==> src/rtl/assert_macros.svh <==
// Assertion macros for the JTAG shift engine.
// Included by the top level; no other dependencies.
`ifndef ASSERT_MACROS_SVH
`define ASSERT_MACROS_SVH
`ifndef SYNTHESIS
`define JSE_ASSERT(lbl, clk, rst_n, prop) \
  lbl: assert property (@(posedge clk) disable iff (!rst_n) (prop)) \
    else $error("jse check failed");
`define JSE_ASSERT_IMP(lbl, clk, rst_n, ante, cons) \
  lbl: assert property (@(posedge clk) disable iff (!rst_n) (ante) |-> (cons)) \
    else $error("jse check failed");
`define JSE_ASSERT_NXT(lbl, clk, rst_n, ante, cons) \
  lbl: assert property (@(posedge clk) disable iff (!rst_n) (ante) |=> (cons)) \
    else $error("jse check failed");
`else
`define JSE_ASSERT(lbl, clk, rst_n, prop)
`define JSE_ASSERT_IMP(lbl, clk, rst_n, ante, cons)
`define JSE_ASSERT_NXT(lbl, clk, rst_n, ante, cons)
`endif
`endif

==> src/rtl/jse_pkg.sv <==
// Shared types, constants and helpers for the JTAG shift engine.
// No dependencies; imported by every module of the block.
package jse_pkg;

  localparam int SHIFT_BITS    = 32;
  localparam int PRESCALE_BITS = 8;
  localparam int LEN_W         = $clog2(SHIFT_BITS + 1);
  localparam int IDX_W         = $clog2(SHIFT_BITS);

  typedef logic [SHIFT_BITS-1:0]    word_t;
  typedef logic [LEN_W-1:0]         len_t;
  typedef logic [IDX_W-1:0]         idx_t;
  typedef logic [PRESCALE_BITS-1:0] presc_t;

  typedef enum logic [1:0] {
    REQ_NONE  = 2'd0,
    REQ_WRITE = 2'd1,
    REQ_READ  = 2'd2,
    REQ_RSVD  = 2'd3
  } req_t;

  localparam logic [2:0] REG_LEN  = 3'd0;
  localparam logic [2:0] REG_TDI  = 3'd1;
  localparam logic [2:0] REG_TMS  = 3'd2;
  localparam logic [2:0] REG_TDO  = 3'd3;
  localparam logic [2:0] REG_CTRL = 3'd4;

  typedef struct packed {
    logic [31:0] read_data;
    logic        tck_pin;
    logic        tms_pin;
    logic        tdi_pin;
    logic        trst_pin;
    logic        srst_pin;
    logic        busy_res;
  } res_t;

  function automatic word_t word_from_bus(logic [31:0] d);
    word_t w;
    for (int i = 0; i < SHIFT_BITS; i++) begin
      w[i] = (i < 32) ? d[i % 32] : 1'b0;
    end
    return w;
  endfunction

  function automatic logic [31:0] bus_from_word(word_t w);
    logic [31:0] d;
    for (int i = 0; i < 32; i++) begin
      d[i] = (i < SHIFT_BITS) ? w[i % SHIFT_BITS] : 1'b0;
    end
    return d;
  endfunction

endpackage

==> src/rtl/jtag_shift_engine_unit.sv <==
// Top level of the JTAG shift engine: engine plus result buffer.
// Depends on jse_pkg, jse_engine, jse_out_buf and assert_macros.svh.
//
//  channel  ports        handshake           width of payload
//  in       in_*         in_valid/in_stall   2 + 3 + 32 + 1 bits
//  out      out_*        out_valid/out_stall 32 + 6 bits
//  cfg      cfg_*        cfg_wr_en           8 bits (prescale)
//
// One request per clock while in_stall is low; its result is registered in the result buffer.
// The state update and output forming sit between the state registers and the
// two-entry result buffer.
// in_stall rises only when both result slots are full.
// Reset (synchronous, rst_n low) clears all registers but the result buffer's data.
`include "assert_macros.svh"

module jtag_shift_engine_unit (
  input  logic                  clk,
  input  logic                  rst_n,
  input  logic                  in_valid,
  output logic                  in_stall,
  input  logic [1:0]            in_req_type,
  input  logic [2:0]            in_reg_index,
  input  logic [31:0]           in_write_data,
  input  logic                  in_tdo_pin,
  output logic                  out_valid,
  input  logic                  out_stall,
  output logic [31:0]           out_read_data,
  output logic                  out_tck_pin,
  output logic                  out_tms_pin,
  output logic                  out_tdi_pin,
  output logic                  out_trst_pin,
  output logic                  out_srst_pin,
  output logic                  out_busy_res,
  input  logic                  cfg_wr_en,
  input  jse_pkg::presc_t       cfg_wr_data
);
  import jse_pkg::*;

  logic accept;
  res_t res, out_res;
  logic buf_full;

  assign in_stall = buf_full;
  assign accept   = in_valid & ~buf_full;

  jse_engine u_engine (
    .clk         (clk),
    .rst_n       (rst_n),
    .accept      (accept),
    .req_type    (in_req_type),
    .reg_index   (in_reg_index),
    .write_data  (in_write_data),
    .tdo_pin     (in_tdo_pin),
    .cfg_wr_en   (cfg_wr_en),
    .cfg_wr_data (cfg_wr_data),
    .res         (res)
  );

  jse_out_buf u_out_buf (
    .clk       (clk),
    .rst_n     (rst_n),
    .push      (accept),
    .push_data (res),
    .full      (buf_full),
    .out_valid (out_valid),
    .out_stall (out_stall),
    .out_data  (out_res)
  );

  assign out_read_data = out_res.read_data;
  assign out_tck_pin   = out_res.tck_pin;
  assign out_tms_pin   = out_res.tms_pin;
  assign out_tdi_pin   = out_res.tdi_pin;
  assign out_trst_pin  = out_res.trst_pin;
  assign out_srst_pin  = out_res.srst_pin;
  assign out_busy_res  = out_res.busy_res;

  `JSE_ASSERT_IMP(a_idle_pins_low, clk, rst_n, out_valid && !out_busy_res,
                  !out_tck_pin && !out_tms_pin && !out_tdi_pin)
  `JSE_ASSERT_IMP(a_skid_implies_main, clk, rst_n, in_stall, out_valid)
  `JSE_ASSERT_NXT(a_accept_gives_result, clk, rst_n, in_valid && !in_stall, out_valid)

endmodule

==> src/rtl/jse_engine.sv <==
// Register file, TCK divider and shift sequencer of the JTAG shift engine.
// Depends on jse_pkg; one result is formed per accepted request.
module jse_engine (
  input  logic                 clk,
  input  logic                 rst_n,
  input  logic                 accept,
  input  logic [1:0]           req_type,
  input  logic [2:0]           reg_index,
  input  logic [31:0]          write_data,
  input  logic                 tdo_pin,
  input  logic                 cfg_wr_en,
  input  jse_pkg::presc_t      cfg_wr_data,
  output jse_pkg::res_t        res
);
  import jse_pkg::*;

  presc_t     prescale_r;
  len_t       bit_length_r, bit_length_nxt;
  word_t      tdi_word_r, tdi_word_nxt;
  word_t      tms_word_r, tms_word_nxt;
  word_t      tdo_word_r, tdo_word_nxt;
  idx_t       bit_index_r, bit_index_nxt;
  presc_t     phase_r, phase_nxt;
  logic       clock_high_r, clock_high_nxt;
  logic       shifting_r, shifting_nxt;
  logic [1:0] reset_bits_r, reset_bits_nxt;
  len_t       idx_inc;
  req_t       req;

  assign req     = req_t'(req_type);
  assign idx_inc = len_t'(bit_index_r) + len_t'(1);

  always_comb begin
    res.read_data = '0;
    if (req == REQ_READ) begin
      case (reg_index)
        REG_LEN:  res.read_data = 32'(bit_length_r);
        REG_TDI:  res.read_data = bus_from_word(tdi_word_r);
        REG_TMS:  res.read_data = bus_from_word(tms_word_r);
        REG_TDO:  res.read_data = bus_from_word(tdo_word_r);
        REG_CTRL: res.read_data = {29'd0, reset_bits_r, shifting_r};
        default:  res.read_data = '0;
      endcase
    end
    res.tck_pin  = shifting_r & clock_high_r;
    res.tms_pin  = shifting_r & tms_word_r[bit_index_r];
    res.tdi_pin  = shifting_r & tdi_word_r[bit_index_r];
    res.trst_pin = reset_bits_r[0];
    res.srst_pin = reset_bits_r[1];
    res.busy_res = shifting_r;
  end

  always_comb begin
    bit_length_nxt = bit_length_r;
    tdi_word_nxt   = tdi_word_r;
    tms_word_nxt   = tms_word_r;
    tdo_word_nxt   = tdo_word_r;
    bit_index_nxt  = bit_index_r;
    phase_nxt      = phase_r;
    clock_high_nxt = clock_high_r;
    shifting_nxt   = shifting_r;
    reset_bits_nxt = reset_bits_r;
    if (accept) begin
      if (shifting_r) begin
        if (phase_r != prescale_r) begin
          phase_nxt = phase_r + presc_t'(1);
        end else begin
          phase_nxt = '0;
          if (!clock_high_r) begin
            clock_high_nxt             = 1'b1;
            tdo_word_nxt[bit_index_r]  = tdo_pin;
          end else begin
            clock_high_nxt = 1'b0;
            if (idx_inc >= bit_length_r) begin
              shifting_nxt  = 1'b0;
              bit_index_nxt = '0;
            end else begin
              bit_index_nxt = idx_inc[IDX_W-1:0];
            end
          end
        end
      end else if (req == REQ_WRITE) begin
        case (reg_index)
          REG_LEN: begin
            if (write_data > 32'(SHIFT_BITS)) bit_length_nxt = len_t'(SHIFT_BITS);
            else bit_length_nxt = write_data[LEN_W-1:0];
          end
          REG_TDI: tdi_word_nxt = word_from_bus(write_data);
          REG_TMS: tms_word_nxt = word_from_bus(write_data);
          REG_CTRL: begin
            reset_bits_nxt = write_data[2:1];
            if (write_data[0]) begin
              tdo_word_nxt   = '0;
              bit_index_nxt  = '0;
              phase_nxt      = '0;
              clock_high_nxt = 1'b0;
              shifting_nxt   = (bit_length_r != '0);
            end
          end
          default: ;
        endcase
      end
    end
  end

  always_ff @(posedge clk) begin
    if (!rst_n) begin
      prescale_r   <= '0;
      bit_length_r <= '0;
      tdi_word_r   <= '0;
      tms_word_r   <= '0;
      tdo_word_r   <= '0;
      bit_index_r  <= '0;
      phase_r      <= '0;
      clock_high_r <= 1'b0;
      shifting_r   <= 1'b0;
      reset_bits_r <= '0;
    end else begin
      if (cfg_wr_en) prescale_r <= cfg_wr_data;
      bit_length_r <= bit_length_nxt;
      tdi_word_r   <= tdi_word_nxt;
      tms_word_r   <= tms_word_nxt;
      tdo_word_r   <= tdo_word_nxt;
      bit_index_r  <= bit_index_nxt;
      phase_r      <= phase_nxt;
      clock_high_r <= clock_high_nxt;
      shifting_r   <= shifting_nxt;
      reset_bits_r <= reset_bits_nxt;
    end
  end

endmodule

==> src/rtl/jse_out_buf.sv <==
// Two-entry result register with skid slot for the JTAG shift engine.
// Depends on jse_pkg for the result type.
module jse_out_buf (
  input  logic          clk,
  input  logic          rst_n,
  input  logic          push,
  input  jse_pkg::res_t push_data,
  output logic          full,
  output logic          out_valid,
  input  logic          out_stall,
  output jse_pkg::res_t out_data
);
  import jse_pkg::*;

  res_t main_r, skid_r;
  logic main_valid_r, skid_valid_r;
  logic pop;

  assign pop       = main_valid_r & ~out_stall;
  assign full      = skid_valid_r;
  assign out_valid = main_valid_r;
  assign out_data  = main_r;

  always_ff @(posedge clk) begin
    if (!rst_n) begin
      main_valid_r <= 1'b0;
      skid_valid_r <= 1'b0;
    end else begin
      if (skid_valid_r) begin
        if (pop) begin
          main_r       <= skid_r;
          skid_valid_r <= 1'b0;
        end
      end else if (push) begin
        if (!main_valid_r || pop) begin
          main_r       <= push_data;
          main_valid_r <= 1'b1;
        end else begin
          skid_r       <= push_data;
          skid_valid_r <= 1'b1;
        end
      end else if (pop) begin
        main_valid_r <= 1'b0;
      end
    end
  end

endmodule
==> config.mk <==
export PLATFORM = sky130hd
export DESIGN_NAME = jtag_shift_engine_unit
export DESIGN_NICKNAME = d
export VERILOG_FILES = /design/src/rtl/jse_pkg.sv /design/src/rtl/jtag_shift_engine_unit.sv /design/src/rtl/jse_engine.sv /design/src/rtl/jse_out_buf.sv
export VERILOG_INCLUDE_DIRS = /design/src /design/src/rtl
export SDC_FILE = /design/constraint.sdc
export NUM_CORES = 1
export LEC_CHECK = 0
export ABC_AREA = 1
export BUFFER_PORTS_ARGS = -buffer_cell sky130_fd_sc_hd__buf_2
export CORE_ASPECT_RATIO = 1.75
export CORE_MARGIN = 2
export CORE_UTILIZATION = 60
export CTS_BUF_LIST = sky130_fd_sc_hd__clkbuf_8 sky130_fd_sc_hd__clkbuf_16
export DETAILED_ROUTE_END_ITERATION = 6
export PLACE_DENSITY = 0.8
export SYNTH_ARGS = -nofsm -noshare
export SYNTH_HDL_FRONTEND = slang
export SYNTH_HIERARCHICAL = 1
export SYNTH_SLANG_ARGS = --single-unit
==> constraint.sdc <==
create_clock -name clk -period 4 [get_ports clk]
set_input_delay 0.8 -clock clk [delete_from_list [all_inputs] [get_ports clk]]
set_output_delay 0.8 -clock clk [all_outputs]
set_load 0.02 [all_outputs]
==> summary.md <==
| Metric | Value |
|---|---|
| Status | `finished, final reports clean` |
| Worst setup EP type | `flop` |
| NetSw | `968 uW` |
| Critical Path Source Type | `flop` |
| Hold Buf Count CTS | `0` |
| Fin worst setup slack | `~1.4 ns` |
| Crit Path Max Fanout | `43` |
| Post-CTS Setup Bufs | `0` |
| Vias in the first global route | `around 9000` |
| Die height | `179 um` |
| DR vias | `9604` |
| Register area share after synthesis | `between 40 and 50%` |
| Net Sw Frac | `23.0%` |
| Setup tns final | `0 ns` |
| WL met2 | `12.8 mm` |
| Flops & latches, synth | `205` |
| Internal power | `3240 uW` |
| Mean post-synth cell area | `7.30 um2` |
| Post-cts sizing count | `0` |
| CP required | `4.43 ns` |
| P_leak | `0.00522 uW` |
| Most frequent cells in the layout | `nand2_1, inv_1, o21ai_0, nor2_1, dfxtp_1` |
| Cell Pwr Density | `364 mW/mm2` |
| Fmax | `about 0.38 GHz` |
| Max-slew violation count | `0` |
| Final Setup Violations | `0` |
| Total Nets Final | `1539` |
| Critical path arrival | `3.03 ns` |
| Layout cells sized above 1 | `about a tenth` |
| Placed cells | `between 1500 and 2000` |
| Yosys cell types | `39` |
| Clock buffer count from CTS | `19` |
| CTS tree | `built` |
| Clk Latency, worst-skew pair | `slightly below 0.5 ns` |
| Synth-to-Final Area Change | `9.99%` |
| CTS root buffer | `clkbuf_16` |
| Clock network fraction of design power | `between 40% and 50%` |
| Sequential share of power | `52.7%` |
| First-pass GRT wire length | `43.7 mm` |
| Initial antenna violation count | `0` |
| Largest net degree at the start of global routing | `86` |
| Die Footprint | `0.0186 mm2` |
| Worst Tran Pin Value | `approximately 1.2 ns` |
| WL/cell | `15.7 um` |
| GRT Util Overall | `approximately 29%` |
| Filler Cell Count | `1563` |
| Clk sink count | `205` |
| Hpwl dp | `approximately 19 mm` |
| Initial DRC Count | `878` |
| Crit Path Class | `flop to flop` |
| RSZ-0062 raised after global routing | `no` |
| Initial core utilization | `60.7%` |
| Final wirelength | `around 27 mm` |
| I/O Pins | `just over 90` |
| Minimum clock period | `2.60 ns` |
| Peak supply drop | `0.000357 V` |
| Gr ovfl total | `0` |
| Drt drc | `0` |
| Post-Layout Cell Count | `1719` |
| Synth Net Count | `1501` |
| M1 WL | `about 11 mm` |
| # diodes | `0` |
| Total core area | `0.0173 mm2` |
| Met3 WL post-DR | `about 2.0 mm` |
| Top Metal Used | `met4` |
| Clock Pin Slew Worst Setup and Hold Paths | `0.07 ns` |
| Hold Fails Final Rpt | `0` |
| Pre-CTS setup slack | `1.29 ns` |
| H-tree levels | `1` |
| Clock Tree Buf Depth | `3` |
| Post-Route Skew | `0.00920 ns` |
| Routability cong. | `0.972` |
| Routed Antenna Nets | `0` |
| Commonest non-fill, non-tap cell in the layout | `nand2_1` |
| Num rows | `64` |
| Port Buf Inserts | `90` |
| Logic pwr share | `6.4%` |
| Post-Syn Area | `0.0105 mm2` |
| Cells after Synth | `1439` |
| Pre-antenna DRT Iters | `6` |
| Hold crit path type | `flop to flop` |
| Synth warn | `6` |
| DR vias/cell | `5.59` |
| Period utilization | `65.0%` |
| Die Wd | `104 um` |
| Relative slew slack | `17.3%` |
| Maxcap violations | `0` |
==> power by group through the flow <==
stage	Combinational (uW)	Clock [uW]	Sequential, uW
5_1_grt	296	1820	2220
2_1_floorplan	145	0	2290
4_1_cts	266	1740	2220
6_report	268	1720	2220
3_3_place_gp	260	0	2270
3_5_place_dp	265	0	2270
==> routing by layer <==
metal	GRT usage [%]	up-vias
met3	3.45	88
met1	36.4	4332
li1	-	4766
met4	13.3	0
met2	48.8	418
met5	0	-
==> logic make-up after synthesis <==
logic type / count (synthesis) / share of synthesized area [%]
fa+ha+maj: 11 / 1.31
xor+xnor: 12 / 1.00
buf+inv: 299 / 11.7
compound gates: 288 / 14.9
flops: 205 / 46.3
simple gates: 624 / 24.8
==> metrics by stage <==
| step | cell area [um2] | util, % | power [uW] | hold slack [ns] |
|---|---|---|---|---|
| finish | 11600 | 66.8 | 4210 | 0.478 |
| global route | 11600 | 66.8 | 4340 | 0.508 |
| CTS | 11600 | 66.8 | 4230 | 0.478 |
| detailed placement | 11000 | 63.5 | 2530 | 0.469 |
| global placement | 11000 | 63.5 | 2530 | 0.457 |
| floorplan | 10500 | - | 2440 | 0.440 |
==> area by class of cell <==
type	count	area, um2	share of cell area [%]
Sequential cell	205	4860	42.1
Inverter	209	790	6.83
Multi-Input combinational cell	935	4440	38.5
Clock buffer	21	503	4.35
Tap cell	231	289	2.50
Timing Repair Buffer	107	591	5.11
Clock inverter	11	75.1	0.650
==> critical path, stage by stage, from the launching register on <==
cell and delay (ns):
dfxtp_1 0.33, buf_4 0.35, clkinv_1 0.11, buf_4 0.24
ha_1 0.35, ha_1 0.27, a21boi_0 0.13, o21bai_1 0.33
nand3_1 0.13, nand4_1 0.11, nand2_1 0.06, nor2_1 0.10
==> synthesized netlist by cell type, drive strengths merged <==
cell	count	share of area, %
clkinv	1	0.036
nor2	163	5.9
a221oi	4	0.33
o221ai	13	1.1
dfxtp	129	25
nor4	3	0.18
inv	208	7.5
o22ai	13	0.77
edfxtp	76	22
o21ai	165	7.9
xor2	7	0.58
nand2	355	13
o211ai	10	0.71
a211oi	2	0.14
o21bai	1	0.071
o31ai	2	0.14
xnor2	5	0.42
a31oi	1	0.060
buf	43	2.5
ha	11	1.3
clkbuf	47	1.7
nand4	78	4.6
a21boi	1	0.071
a21oi	76	3.7
nand3	21	1.1
nor3	4	0.24
==> registers in the layout, summed over array words and instances, names as in the netlist <==
name / cells
u_out_buf/full: 1
u_engine/bit_length_r: 6
u_engine/shifting_r: 1
u_out_buf/out_data: 38
u_engine/clock_high_r: 1
u_engine/reset_bits_r: 2
u_out_buf/skid_r: 38
u_engine/phase_r: 8
u_engine/bit_index_r: 5
u_engine/prescale_r: 8
u_engine/tms_word_r: 32
u_engine/tdi_word_r: 32
u_out_buf/out_valid: 1
u_engine/tdo_word_r: 32
==> final timing paths <==
kind                              to               startpoint  depth (start not counted)  slack [ns]
max          u_engine/bit_index_r[3]  u_engine/bit_index_r[0]                         11        1.40
min           u_engine/prescale_r[4]   u_engine/prescale_r[4]                          2        0.48
min reg2reg   u_engine/prescale_r[4]   u_engine/prescale_r[4]                          2        0.48
max reg2reg  u_engine/bit_index_r[3]  u_engine/bit_index_r[0]                         11        1.40
No activity file was read; power rests on OpenSTA's default activity.
